$ cat config.mk
export PLATFORM = sky130hd
export DESIGN_NAME = tga_rle_pixel_decoder_unit_flat
export DESIGN_NICKNAME = d
export VERILOG_FILES = /design/src/hdl/tga_pkg.sv /design/src/hdl/tga_byte_if.sv /design/src/hdl/tga_pix_if.sv /design/src/hdl/tga_rle_pixel_decoder_unit.sv /design/src/hdl/tga_cfg.sv /design/src/hdl/tga_core.sv /design/src/flat_wrapper.sv
export SDC_FILE = /design/constraint.sdc
export NUM_CORES = 1
export LEC_CHECK = 0
export BUFFER_PORTS_ARGS = -buffer_cell sky130_fd_sc_hd__buf_2
export CORE_MARGIN = 2
export CORE_UTILIZATION = 40
export CTS_BUF_LIST = sky130_fd_sc_hd__clkbuf_4 sky130_fd_sc_hd__clkbuf_8
export CTS_CLUSTER_DIAMETER = 150
export DETAILED_ROUTE_END_ITERATION = 12
export GPL_TIMING_DRIVEN = 0
export PLACE_DENSITY_LB_ADDON = 0.25
export SLEW_MARGIN = 20
export SYNTH_ARGS = -nofsm -noshare
export SYNTH_HDL_FRONTEND = slang
export SYNTH_SLANG_ARGS = --single-unit
$ cat constraint.sdc
create_clock -name i_clk -period 5.65 [get_ports i_clk]
set_input_delay 0.2825 -clock i_clk [delete_from_list [all_inputs] [get_ports i_clk]]
set_output_delay 0.2825 -clock i_clk [all_outputs]
set_load 0.02 [all_outputs]
$ cat src/hdl/tga_pkg.sv
// Shared types, codes and reset values of the TGA run-length pixel decoder.
package tga_pkg;

    // Register indexes, taken from paddr[3:2].
    localparam logic [1:0] REG_COMPRESSED_MODE = 2'd0;
    localparam logic [1:0] REG_CHANNEL_COUNT   = 2'd1;
    localparam logic [1:0] REG_TOTAL_PIXELS    = 2'd2;

    // Result status codes.
    localparam logic [1:0] ST_OK          = 2'd0;
    localparam logic [1:0] ST_UNSUPPORTED = 2'd1;
    localparam logic [1:0] ST_CLIPPED     = 2'd2;

    // Packet header split point and the run offset.
    localparam logic [7:0] RUN_FLAG   = 8'd128;
    localparam logic [7:0] RUN_OFFSET = 8'd127;

    // Register reset values.
    localparam logic        RST_COMPRESSED_MODE = 1'b1;
    localparam logic [2:0]  RST_CHANNEL_COUNT   = 3'd4;
    localparam logic [31:0] RST_TOTAL_PIXELS    = 32'd1;

    // Configuration as seen by the decode logic.
    typedef struct packed {
        logic        compressed_mode;
        logic [2:0]  channel_count;
        logic [31:0] total_pixels;
    } t_cfg;

    // One result beat.
    typedef struct packed {
        logic [31:0] pixel_color;
        logic [7:0]  repeat_count;
        logic        image_done;
        logic [1:0]  status;
    } t_result;

endpackage

$ cat src/hdl/tga_byte_if.sv
// Input channel: one stream byte per beat.
interface tga_byte_if;
    logic       valid;
    logic       ready;
    logic [7:0] data_byte;

    modport source (output valid, output data_byte, input ready);
    modport sink   (input valid, input data_byte, output ready);
endinterface

$ cat src/hdl/tga_pix_if.sv
// Output channel: one decoded colour with its repeat count per beat.
interface tga_pix_if;
    logic        valid;
    logic        ready;
    logic [31:0] pixel_color;
    logic [7:0]  repeat_count;
    logic        image_done;
    logic [1:0]  status;

    modport source (output valid, output pixel_color, output repeat_count,
                    output image_done, output status, input ready);
    modport sink   (input valid, input pixel_color, input repeat_count,
                    input image_done, input status, output ready);
endinterface

$ cat src/hdl/tga_rle_pixel_decoder_unit.sv
// Top level of the TGA run-length pixel decoder.
//
// Usage: feed the pixel-data bytes of a Targa image, one byte per beat, on
// i_byte. Each completed colour leaves on o_pix as one beat with its colour,
// repeat count, an image_done flag when the configured pixel total is reached,
// and a status (ok, unsupported format, run clipped at image end). Header
// bytes and partial colours give no beat. The APB port sets compressed mode,
// channel count and total pixels; write it only while the block is idle.
//
// An accepted byte sits in the input register while the decode logic works
// on it; its result lands in the output register and is offered there until
// o_pix.ready takes it. One byte is accepted every cycle while o_pix is taken;
// the decoder state updates once per byte, which sets that rate.
//
// Reset clears both pipeline registers and returns the decoder to waiting
// for a packet header. When the receiver stalls, the output register holds
// its beat and the input register holds one more byte; i_byte.ready then
// drops until o_pix.ready returns.
module tga_rle_pixel_decoder_unit (
    input  logic          i_clk,
    input  logic          i_rst_n,
    tga_byte_if.sink      i_byte,
    tga_pix_if.source     o_pix,
    input  logic          psel,
    input  logic          penable,
    input  logic          pwrite,
    input  logic [3:0]    paddr,
    input  logic [31:0]   pwdata,
    output logic [31:0]   prdata,
    output logic          pready
);
    import tga_pkg::*;

    t_cfg       cfg;
    logic       r_in_vld;
    logic [7:0] r_in_byte;
    logic       r_out_vld;
    t_result    r_out;
    logic       adv;
    logic       core_emit;
    t_result    core_result;

    tga_cfg u_cfg (
        .i_clk   (i_clk),
        .i_rst_n (i_rst_n),
        .psel    (psel),
        .penable (penable),
        .pwrite  (pwrite),
        .paddr   (paddr),
        .pwdata  (pwdata),
        .prdata  (prdata),
        .pready  (pready),
        .o_cfg   (cfg)
    );

    // The held byte moves on when the output register is free or drains.
    assign adv          = r_in_vld && (!r_out_vld || o_pix.ready);
    assign i_byte.ready = !r_in_vld || adv;

    tga_core u_core (
        .i_clk    (i_clk),
        .i_rst_n  (i_rst_n),
        .i_fire   (adv),
        .i_byte   (r_in_byte),
        .i_cfg    (cfg),
        .o_emit   (core_emit),
        .o_result (core_result)
    );

    // Input register.
    always_ff @(posedge i_clk) begin
        if (!i_rst_n) begin
            r_in_vld <= 1'b0;
        end else if (i_byte.valid && i_byte.ready) begin
            r_in_vld <= 1'b1;
        end else if (adv) begin
            r_in_vld <= 1'b0;
        end
    end

    always_ff @(posedge i_clk) begin
        if (i_byte.valid && i_byte.ready) begin
            r_in_byte <= i_byte.data_byte;
        end
    end

    // Output register.
    always_ff @(posedge i_clk) begin
        if (!i_rst_n) begin
            r_out_vld <= 1'b0;
        end else if (adv && core_emit) begin
            r_out_vld <= 1'b1;
        end else if (o_pix.ready) begin
            r_out_vld <= 1'b0;
        end
    end

    always_ff @(posedge i_clk) begin
        if (adv && core_emit) begin
            r_out <= core_result;
        end
    end

    assign o_pix.valid        = r_out_vld;
    assign o_pix.pixel_color  = r_out.pixel_color;
    assign o_pix.repeat_count = r_out.repeat_count;
    assign o_pix.image_done   = r_out.image_done;
    assign o_pix.status       = r_out.status;

endmodule

$ cat src/hdl/tga_cfg.sv
// APB register file holding the decoder configuration.
module tga_cfg (
    input  logic         i_clk,
    input  logic         i_rst_n,
    input  logic         psel,
    input  logic         penable,
    input  logic         pwrite,
    input  logic [3:0]   paddr,
    input  logic [31:0]  pwdata,
    output logic [31:0]  prdata,
    output logic         pready,
    output tga_pkg::t_cfg o_cfg
);
    import tga_pkg::*;

    t_cfg r_cfg;
    logic wr_en;

    assign pready = 1'b1;
    assign wr_en  = psel && penable && pwrite;
    assign o_cfg  = r_cfg;

    // Register writes land in the access cycle.
    always_ff @(posedge i_clk) begin
        if (!i_rst_n) begin
            r_cfg.compressed_mode <= RST_COMPRESSED_MODE;
            r_cfg.channel_count   <= RST_CHANNEL_COUNT;
            r_cfg.total_pixels    <= RST_TOTAL_PIXELS;
        end else if (wr_en) begin
            case (paddr[3:2])
                REG_COMPRESSED_MODE: r_cfg.compressed_mode <= pwdata[0];
                REG_CHANNEL_COUNT:   r_cfg.channel_count   <= pwdata[2:0];
                REG_TOTAL_PIXELS:    r_cfg.total_pixels    <= pwdata;
                default: ;
            endcase
        end
    end

    // Read back.
    always_comb begin
        case (paddr[3:2])
            REG_COMPRESSED_MODE: prdata = {31'd0, r_cfg.compressed_mode};
            REG_CHANNEL_COUNT:   prdata = {29'd0, r_cfg.channel_count};
            REG_TOTAL_PIXELS:    prdata = r_cfg.total_pixels;
            default:             prdata = 32'd0;
        endcase
    end

endmodule

$ cat src/hdl/tga_core.sv
// Packet parser, channel gatherer and pixel counter: one byte per cycle while i_fire is high.
module tga_core (
    input  logic              i_clk,
    input  logic              i_rst_n,
    input  logic              i_fire,
    input  logic [7:0]        i_byte,
    input  tga_pkg::t_cfg     i_cfg,
    output logic              o_emit,
    output tga_pkg::t_result  o_result
);
    import tga_pkg::*;

    logic        r_awaiting_header, n_awaiting_header;
    logic        r_run_packet,      n_run_packet;
    logic [7:0]  r_packet_remaining, n_packet_remaining;
    logic [31:0] r_color_gather,    n_color_gather;
    logic [1:0]  r_channel_index,   n_channel_index;
    logic [31:0] r_pixels_done,     n_pixels_done;

    // Next state and result for the byte in the input register.
    always_comb begin
        logic [2:0]  eff_ch;
        logic        complete;
        logic [7:0]  count;
        logic [31:0] total;
        logic [31:0] room;
        logic [31:0] cnt_ext;
        logic        do_emit;

        n_awaiting_header  = r_awaiting_header;
        n_run_packet       = r_run_packet;
        n_packet_remaining = r_packet_remaining;
        n_color_gather     = r_color_gather;
        n_channel_index    = r_channel_index;
        n_pixels_done      = r_pixels_done;
        o_emit             = 1'b0;
        o_result           = '0;
        do_emit            = 1'b0;
        count              = 8'd1;

        eff_ch = (i_cfg.channel_count <= 3'd3) ? 3'd3 : 3'd4;

        // Channel byte gathering, first byte lowest.
        if (r_channel_index == 2'd0) begin
            n_color_gather = {24'd0, i_byte};
        end else begin
            n_color_gather = r_color_gather
                           | ({24'd0, i_byte} << {r_channel_index, 3'b000});
        end
        complete = ({1'b0, r_channel_index} + 3'd1) >= eff_ch;

        if (!i_cfg.compressed_mode) begin
            if (eff_ch == 3'd3) begin
                // Uncompressed 24-bit is not supported: flag, keep state.
                n_color_gather  = r_color_gather;
                o_emit          = 1'b1;
                o_result.status = ST_UNSUPPORTED;
            end else begin
                n_channel_index = complete ? 2'd0 : r_channel_index + 2'd1;
                do_emit         = complete;
            end
        end else if (r_awaiting_header) begin
            // Packet header: raw below the run flag, run otherwise.
            n_color_gather    = r_color_gather;
            n_awaiting_header = 1'b0;
            n_channel_index   = 2'd0;
            if (i_byte < RUN_FLAG) begin
                n_run_packet       = 1'b0;
                n_packet_remaining = i_byte + 8'd1;
            end else begin
                n_run_packet       = 1'b1;
                n_packet_remaining = i_byte - RUN_OFFSET;
            end
        end else begin
            n_channel_index = complete ? 2'd0 : r_channel_index + 2'd1;
            if (complete) begin
                do_emit = 1'b1;
                if (r_run_packet) begin
                    count              = r_packet_remaining;
                    n_packet_remaining = 8'd0;
                end else begin
                    n_packet_remaining = r_packet_remaining - 8'd1;
                end
                if (count == 8'd0) begin
                    count = 8'd1;
                end
                if (n_packet_remaining == 8'd0) begin
                    n_awaiting_header = 1'b1;
                end
            end
        end

        // Count pixels against the image total, clipping an overshoot.
        total   = (i_cfg.total_pixels == 32'd0) ? 32'd1 : i_cfg.total_pixels;
        room    = (r_pixels_done < total) ? total - r_pixels_done : 32'd1;
        cnt_ext = {24'd0, count};
        if (do_emit) begin
            o_emit                = 1'b1;
            o_result.pixel_color  = n_color_gather;
            o_result.repeat_count = count;
            o_result.status       = ST_OK;
            if (cnt_ext > room) begin
                o_result.repeat_count = room[7:0];
                o_result.status       = ST_CLIPPED;
            end
            if (cnt_ext >= room) begin
                o_result.image_done = 1'b1;
                n_pixels_done       = 32'd0;
                n_awaiting_header   = 1'b1;
                n_run_packet        = 1'b0;
                n_packet_remaining  = 8'd0;
                n_channel_index     = 2'd0;
            end else begin
                n_pixels_done = r_pixels_done + cnt_ext;
            end
        end
    end

    // Decoder state.
    always_ff @(posedge i_clk) begin
        if (!i_rst_n) begin
            r_awaiting_header  <= 1'b1;
            r_run_packet       <= 1'b0;
            r_packet_remaining <= 8'd0;
            r_color_gather     <= 32'd0;
            r_channel_index    <= 2'd0;
            r_pixels_done      <= 32'd0;
        end else if (i_fire) begin
            r_awaiting_header  <= n_awaiting_header;
            r_run_packet       <= n_run_packet;
            r_packet_remaining <= n_packet_remaining;
            r_color_gather     <= n_color_gather;
            r_channel_index    <= n_channel_index;
            r_pixels_done      <= n_pixels_done;
        end
    end

endmodule

$ cat src/flat_wrapper.sv
// flat-port wrapper written by rule: the top's interface ports become plain ports
module tga_rle_pixel_decoder_unit_flat import tga_pkg::*;
  (i_clk, i_rst_n, psel, penable, pwrite, paddr, pwdata, prdata, pready, i_byte_valid, i_byte_data_byte, i_byte_ready, o_pix_valid, o_pix_pixel_color, o_pix_repeat_count, o_pix_image_done, o_pix_status, o_pix_ready);
  tga_byte_if i_byte_i ();
  tga_pix_if o_pix_i ();
  input  logic i_clk;
  input  logic i_rst_n;
  input  logic psel;
  input  logic penable;
  input  logic pwrite;
  input  logic [3:0] paddr;
  input  logic [31:0] pwdata;
  output logic [31:0] prdata;
  output logic pready;
  input wire logic [$bits(i_byte_i.valid)-1:0] i_byte_valid;
  input wire logic [$bits(i_byte_i.data_byte)-1:0] i_byte_data_byte;
  output wire logic [$bits(i_byte_i.ready)-1:0] i_byte_ready;
  output wire logic [$bits(o_pix_i.valid)-1:0] o_pix_valid;
  output wire logic [$bits(o_pix_i.pixel_color)-1:0] o_pix_pixel_color;
  output wire logic [$bits(o_pix_i.repeat_count)-1:0] o_pix_repeat_count;
  output wire logic [$bits(o_pix_i.image_done)-1:0] o_pix_image_done;
  output wire logic [$bits(o_pix_i.status)-1:0] o_pix_status;
  input wire logic [$bits(o_pix_i.ready)-1:0] o_pix_ready;
  assign i_byte_i.valid = i_byte_valid;
  assign i_byte_i.data_byte = i_byte_data_byte;
  assign i_byte_ready = i_byte_i.ready;
  assign o_pix_valid = o_pix_i.valid;
  assign o_pix_pixel_color = o_pix_i.pixel_color;
  assign o_pix_repeat_count = o_pix_i.repeat_count;
  assign o_pix_image_done = o_pix_i.image_done;
  assign o_pix_status = o_pix_i.status;
  assign o_pix_i.ready = o_pix_ready;
  tga_rle_pixel_decoder_unit u_core (.i_clk(i_clk), .i_rst_n(i_rst_n), .i_byte(i_byte_i), .o_pix(o_pix_i), .psel(psel), .penable(penable), .pwrite(pwrite), .paddr(paddr), .pwdata(pwdata), .prdata(prdata), .pready(pready));
endmodule
# Word-level counts from Yosys, hierarchy flattened
# Cells that the tools add are included.
# totals
ff_bits	165
latchBits	0
ramBits	0
rom_bits	0
inputBits	51
output_inout_bits	78
wordCells	115
mem_count	0
# op_classes
add_sub_neg	7
n_mul	0
div	0
n_lt_le_gt_ge	6
eq_ne	3
shift	1
n_mux	61
bitwise_logic	1
reduce_logical	20
# op_table
cell	n
32-bit 2-to-1 mux	7
8-bit 2-to-1 mux	19
32-bit one-hot mux with 3 select lines	1
32-bit by 8-bit adder with 32-bit output	1
8-bit by 32-bit >= comparator with 1-bit output	1
8-bit by 32-bit > comparator with 1-bit output	1
32-bit zero test	1
32-bit < comparator	1
32-bit OR	1
8-bit by 5-bit << shifter with 32-bit output	1
32-bit subtractor	1
1-bit 2-to-1 mux	25
8-bit zero test	2
2-bit 2-to-1 mux	8
8-bit by 1-bit adder with 8-bit output (second input constant)	1
8-bit < comparator (second input constant)	1
2-bit AND reduction	4
8-bit by 1-bit subtractor with 8-bit output (second input constant)	1
8-bit by 7-bit subtractor with 8-bit output (second input constant)	1
1-bit logical AND	5
2-bit zero test	2
2-bit nonzero test	2
2-bit by 1-bit adder with 3-bit output (second input constant)	1
3-bit by 2-bit == test with 1-bit output (second input constant)	1
8 further kinds	10

# Depth between registers and ports, before layout
# depth
ltp_word	14
depth_mapped	28
ltp_nobuf	26

# By module
# From an unflattened synthesis, not the netlist that was laid out.
# hier_totals
cells_unflattened	1282
area_unflattened_um2	10645.2
# modules_own_cells
module	instances	cells_each	area_per_inst_um2
tga_core	1	1017	7247.0
tga_cfg	1	201	1754.2
tga_rle_pixel_decoder_unit	1	64	1644.1

# Worst setup path after synthesis
# No wires, ideal clock.
# synth_timing
path_type	flip-flop to flip-flop
from	register u_core.u_cfg.r_cfg, in the netlist u_core.u_cfg.o_cfg[24]
to	register u_core.u_core.r_packet_remaining[6]
arrival_ps	5030
setup_slack_ps	503
stages_incl_launch_ff	29
n_path_buf	2
path_cell_list	dfxtp_1 > nor4_1 > nand4_1 > nor2_1 > nor2_1 > ha_1 > inv_1 > fa_1 > a211oi_2 > o211a_1 > or4_4 > a31oi_1 > a221o_1 > a21oi_1 > a21oi_1 > buf_2 > nand2_1 > ha_1 > nor2b_1 > o21a_1 > o21ai_0 > a21oi_1 > or3b_2 > nand2_1 > or4_1 > or4_4 > nand2_4 > buf_6 > o2bb2ai_1
# synth_via
elab_chain_len	7
word_cells_on_any_way	8
# synth_rtl
item	line	rtl
start: declaration	tga_cfg.sv:16	t_cfg r_cfg;
32-bit zero test	tga_core.sv:94	total = (i_cfg.total_pixels == 32'd0) ? 32'd1 : i_cfg.total_pixels;
32-bit 2-to-1 mux *	tga_core.sv:94	
32-bit subtractor / 32-bit < comparator (equally long branches)	tga_core.sv:95	room = (r_pixels_done < total) ? total - r_pixels_done : 32'd1;
32-bit 2-to-1 mux *	tga_core.sv:95	
8-bit by 32-bit >= comparator with 1-bit output *	tga_core.sv:106	if (cnt_ext >= room) begin
8-bit 2-to-1 mux *	tga_core.sv:106	
8-bit 2-to-1 mux *	tga_core.sv:97	if (do_emit) begin
end signal: assignment	tga_core.sv:131	r_packet_remaining <= n_packet_remaining;
end: declaration	tga_core.sv:15	logic [7:0] r_packet_remaining, n_packet_remaining;
# Mark *: on every way between the ends. The rest lies on a longest branch, timed or not.
# A chain may end at the register's enable or synchronous reset.

# Final worst setup path
# layout_timing
from	register u_core.u_cfg.r_cfg, in the netlist u_core.u_cfg.o_cfg[10]
to	register u_core.u_core.r_pixels_done[20]
# layout_via
elab_chain_len	6
word_cells_on_any_way	7
# layout_rtl
item	line	rtl
32-bit zero test	tga_core.sv:94	
32-bit 2-to-1 mux *	tga_core.sv:94	
32-bit subtractor / 32-bit < comparator (equally long branches)	tga_core.sv:95	
32-bit 2-to-1 mux *	tga_core.sv:95	
8-bit by 32-bit >= comparator with 1-bit output *	tga_core.sv:106	
32-bit 2-to-1 mux *	tga_core.sv:106	
end signal: assignment	tga_core.sv:134	r_pixels_done <= n_pixels_done;
end: declaration	tga_core.sv:18	logic [31:0] r_pixels_done, n_pixels_done;
# Marks and branches as above.

==> impl_metrics.json <==
{
  "cts_made_buffers": 17,
  "synth-xor-area-share_pct": 4.48,
  "min_to": "u_core.u_cfg.o_cfg[7]$_SDFFE_PN0P_",
  "finalHoldViolCount": 0,
  "slowest_delay_ns": 0.53,
  "worstReg2RegEnd": "u_core.u_core.r_pixels_done[20]$_SDFFE_PN0P_",
  "fp.coreArea_sq_um": 25100,
  "seqCellArea_sq_um": 3830,
  "via_per_inst": 5.41,
  "clockRootBuffer": "clkbuf_8",
  "power_w": 0.00258,
  "worst_pin_slew_ns": 1.08,
  "synthMostInstantiatedCell": "nand2_1",
  "number_of_antenna_violations_at_the_first_check_in_global_routing": 1,
  "cell_with_the_largest_stage_delay_on_the_worst_path": "or4_4",
  "p_per_area_nw_per_um2": 211,
  "finish.utilization_pct": 48.7,
  "areaGrowthSynthToFinish_pct": 20.0,
  "syn_area_sq_um": 10200,
  "clk_pin_slew_ns": 0.11,
  "n_fill_cell": 2516,
  "syn-num-nets": 1349,
  "seq_area_frac_synth_pct": 37.5,
  "placement_rows": 58,
  "static-leakage-power_nw": 4.81,
  "final_min_period_over_clock_period_pct": 98.1,
  "ff2ff_path_depth": 27,
  "worst_hold_path_type": "in2reg",
  "critical_path.startpoint_type": "flop",
  "rsz0062_at_grt": "true",
  "clockBufferDepth": 2,
  "max_cap_viol_count": 0,
  "place_congestion": 0.920,
  "footprint_of_the_multi_input_gates_sq_um": 6040,
  "mux_share_of_post_synthesis_cell_area_pct": 1.38,
  "fin_worst_skew_ns": 0.0298,
  "r2r-start": "u_core.u_cfg.o_cfg[10]$_SDFFE_PN0P_",
  "design.final.nets": 1518,
  "worst-setup-path-type": "reg2reg",
  "drt_iter0_markers": 685,
  "wl_mm": 30.1,
  "detail_route.wl_per_cell_um": 17.2,
  "drive_above_1_share_pct": 18.2,
  "dp_hpwl_mm": 22.9,
  "netlist_top_cells_count": "nand2_1 (149), nor2_1 (146), dfxtp_1 (114), a21oi_1 (88), clkbuf_1 (77)",
  "grt_first_pass_wirelength_mm": 46.8,
  "tritoncts": "yes",
  "synth_top_area_share_pct": 22.4,
  "report.final.setup_viol": 0,
  "yosysWarningCount": 0,
  "timing.critical_path.to_type": "flop",
  "post_synthesis_compound_gate_area_fraction_pct": 20.3,
  "synth_largest_area_cell": "dfxtp_1",
  "drtPass1Iterations": 5,
  "die-area_sq_um": 26700,
  "grt_max_degree": 25,
  "regToRegSetupSlack_ns": 0.11,
  "combinational_family_with_the_most_area_after_synthesis": "simple AND/OR/NAND/NOR gates",
  "holdPathStages": 3,
  "clk_latency_ns": 0.49,
  "drcViolationCount": 0,
  "path_max_fanout": 10,
  "vias": 9487,
  "synth.avg_cell_area_sq_um": 8.20,
  "maxSlewViolCount": 0,
  "crit_top_cell": "nor2_2",
  "die_height_um": 164,
  "synth_top_cells_by_area": "dfxtp_1 (22%), edfxtp_1 (15%), ha_1 (6.8%)",
  "ys_ff_latch": 165,
  "vdd_drop_max_uv": 123,
  "relative_slew_margins_pct": 27.5,
  "yosysUniqueCellTypes": 73,
  "h-tree-depth": 4,
  "max_freq_ghz": 0.180,
  "chipWidth_um": 164,
  "cts_sinks": 165,
  "postSynthCellCount": 1241,
  "worst_ep_arrival_time_ns": 5.91,
  "remaining_global_route_overflow": 0,
  "first_global_vias": 8931,
  "post_synth_and_or_nand_nor_area_fraction_pct": 23.4,
  "run_status": "finished, final reports clean",
  "io_buffers": 124,
  "io-pin-count": 129,
  "period_minus_slack_ns": 5.54,
  "cp.required_ns": 6.02,
  "grt_util_all_layers_pct": 22.3,
  "postRouteAntennaNets": 0,
  "synth-edff-count": 51,
  "area_share_of_fa_ha_maj_cells_after_synthesis_pct": 7.16,
  "initial_core_util_pct": 40.5,
  "synth-main-ff-cell": "dfxtp_1",
  "hold_path_startpoint": "pwdata[7]",
  "async_flop_share_pct": 0
}
[critical path: cells and delay by family, from the launching register on]
family          cells  cell delay, ns
compound gates      6            0.91
flops               1            0.38
fa+ha+maj           3            0.71
buf+inv             4            0.50
simple gates       14            2.94
[through the flow]
| step | std cells | hold slack (ns) | setup slack [ns] | cell area, sq um | setup TNS, ns |
|---|---|---|---|---|---|
| finish | 1754 | 0.0444 | 0.109 | 12200 | 0 |
| global route | 1753 | 0.0339 | -0.104 | 12200 | -2.61 |
| CTS | 1745 | 0.0196 | 0.0105 | 12000 | 0 |
| detailed placement | 1696 | 0.460 | -0.667 | 11300 | -24.24 |
| global placement | 1695 | 0.448 | -0.639 | 11200 | -21.84 |
| floorplan | 1241 | 0.381 | 0.503 | 10200 | 0 |
[how the worst max path moves through the flow]
stage                                                   start                                                to  cells past startpoint
after floorplan           u_core.u_cfg.o_cfg[24]$_SDFFE_PN0P_  u_core.u_core.r_packet_remaining[6]$_SDFFE_PN0P_                     28
after global placement     u_core.u_cfg.o_cfg[6]$_SDFFE_PN0P_  u_core.u_core.r_packet_remaining[6]$_SDFFE_PN0P_                     27
after detailed placement   u_core.u_cfg.o_cfg[7]$_SDFFE_PN0P_  u_core.u_core.r_packet_remaining[6]$_SDFFE_PN0P_                     28
after CTS                 u_core.u_cfg.o_cfg[10]$_SDFFE_PN0P_  u_core.u_core.r_packet_remaining[6]$_SDFFE_PN0P_                     28
after global routing      u_core.u_cfg.o_cfg[15]$_SDFFE_PN0P_      u_core.u_core.r_pixels_done[22]$_SDFFE_PN0P_                     27
final                     u_core.u_cfg.o_cfg[10]$_SDFFE_PN0P_      u_core.u_core.r_pixels_done[20]$_SDFFE_PN0P_                     27
[final cells by class]
type,instances,area share [%]
multi-input combinational,929,49.4
timing repair buffer,150,7.25
inverter,56,1.72
antenna,1,0.0205
sequential,165,31.4
clock inverter,15,1.63
tap,330,3.38
buffer,91,3.29
clock buffer,17,1.92
[where the power goes]
group,total (W),switching (W),internal (W)
Sequential,0.00125,0.0000180,0.00123
Combinational,0.000427,0.000249,0.000178
Clock,0.000906,0.000559,0.000348
[logic make-up (layout without fill, tap and decap cells)]
family	after synthesis	after routing
XOR/XNOR	52	52
AO/OA/AOI/OAI	306	306
AND/OR/NAND/NOR	500	500
other	1	2
adder cells (fa/ha/maj)	57	57
flip-flops	165	165
buffers and inverters	147	329
multiplexers	13	13
[sequential cells by signal, summed over array words and instances (netlist names), 8 cells and up]
signal / cells
u_core.o_pix.pixel_color: 32
u_core.o_pix.repeat_count: 8
u_core.r_in_byte: 8
u_core.u_cfg.o_cfg: 36
u_core.u_core.r_color_gather: 32
u_core.u_core.r_packet_remaining: 8
u_core.u_core.r_pixels_done: 32
[routing by layer]
layer  global-route usage [%]  wire length [um]  vias to the layer above
met5                        0                 0                        -
met4                     7.62               699                        0
met3                     3.30              1330                       45
met2                     37.6             14300                      250
met1                     29.2             13800                     4497
li1                         -                 -                     4695
[repair_timing]
| action | in CTS | in global routing |
|---|---|---|
| gates cloned | 0 | 1 |
| hold endpoints to repair | 8 | 0 |
| setup endpoints to repair | 51 | 38 |
| pin swaps | 8 | 5 |
| hold buffers | 8 | 0 |
| resized for setup | 32 | 28 |
| setup buffers | 9 | 7 |
[cell usage in the layout (no fill, tap or decap), types with 6 or more instances in the layout]
cell and instances:
nand2_1 143, nor2_1 142, buf_2 132, dfxtp_1 106, a21oi_1 84, clkbuf_1 77, inv_1 55, edfxtp_1 51
ha_1 49, and2_1 42, o21ai_0 36, xnor2_1 36, a22oi_1 35, a21boi_0 33, nor2b_1 27, nand3_1 27
nand4_1 21, nor3_1 19, clkbuf_8 17, xor2_1 16, buf_4 16, a21o_1 15, nor4_1 14, o21a_1 13
nand2b_1 10, a211oi_1 10, o211ai_1 9, nor4_2 8, dlygate4sd3_1 8, o2bb2ai_1 6, a31oi_1 6, mux2_2 6
clkinv_8 6
No activity file was read; power rests on OpenSTA's default activity.
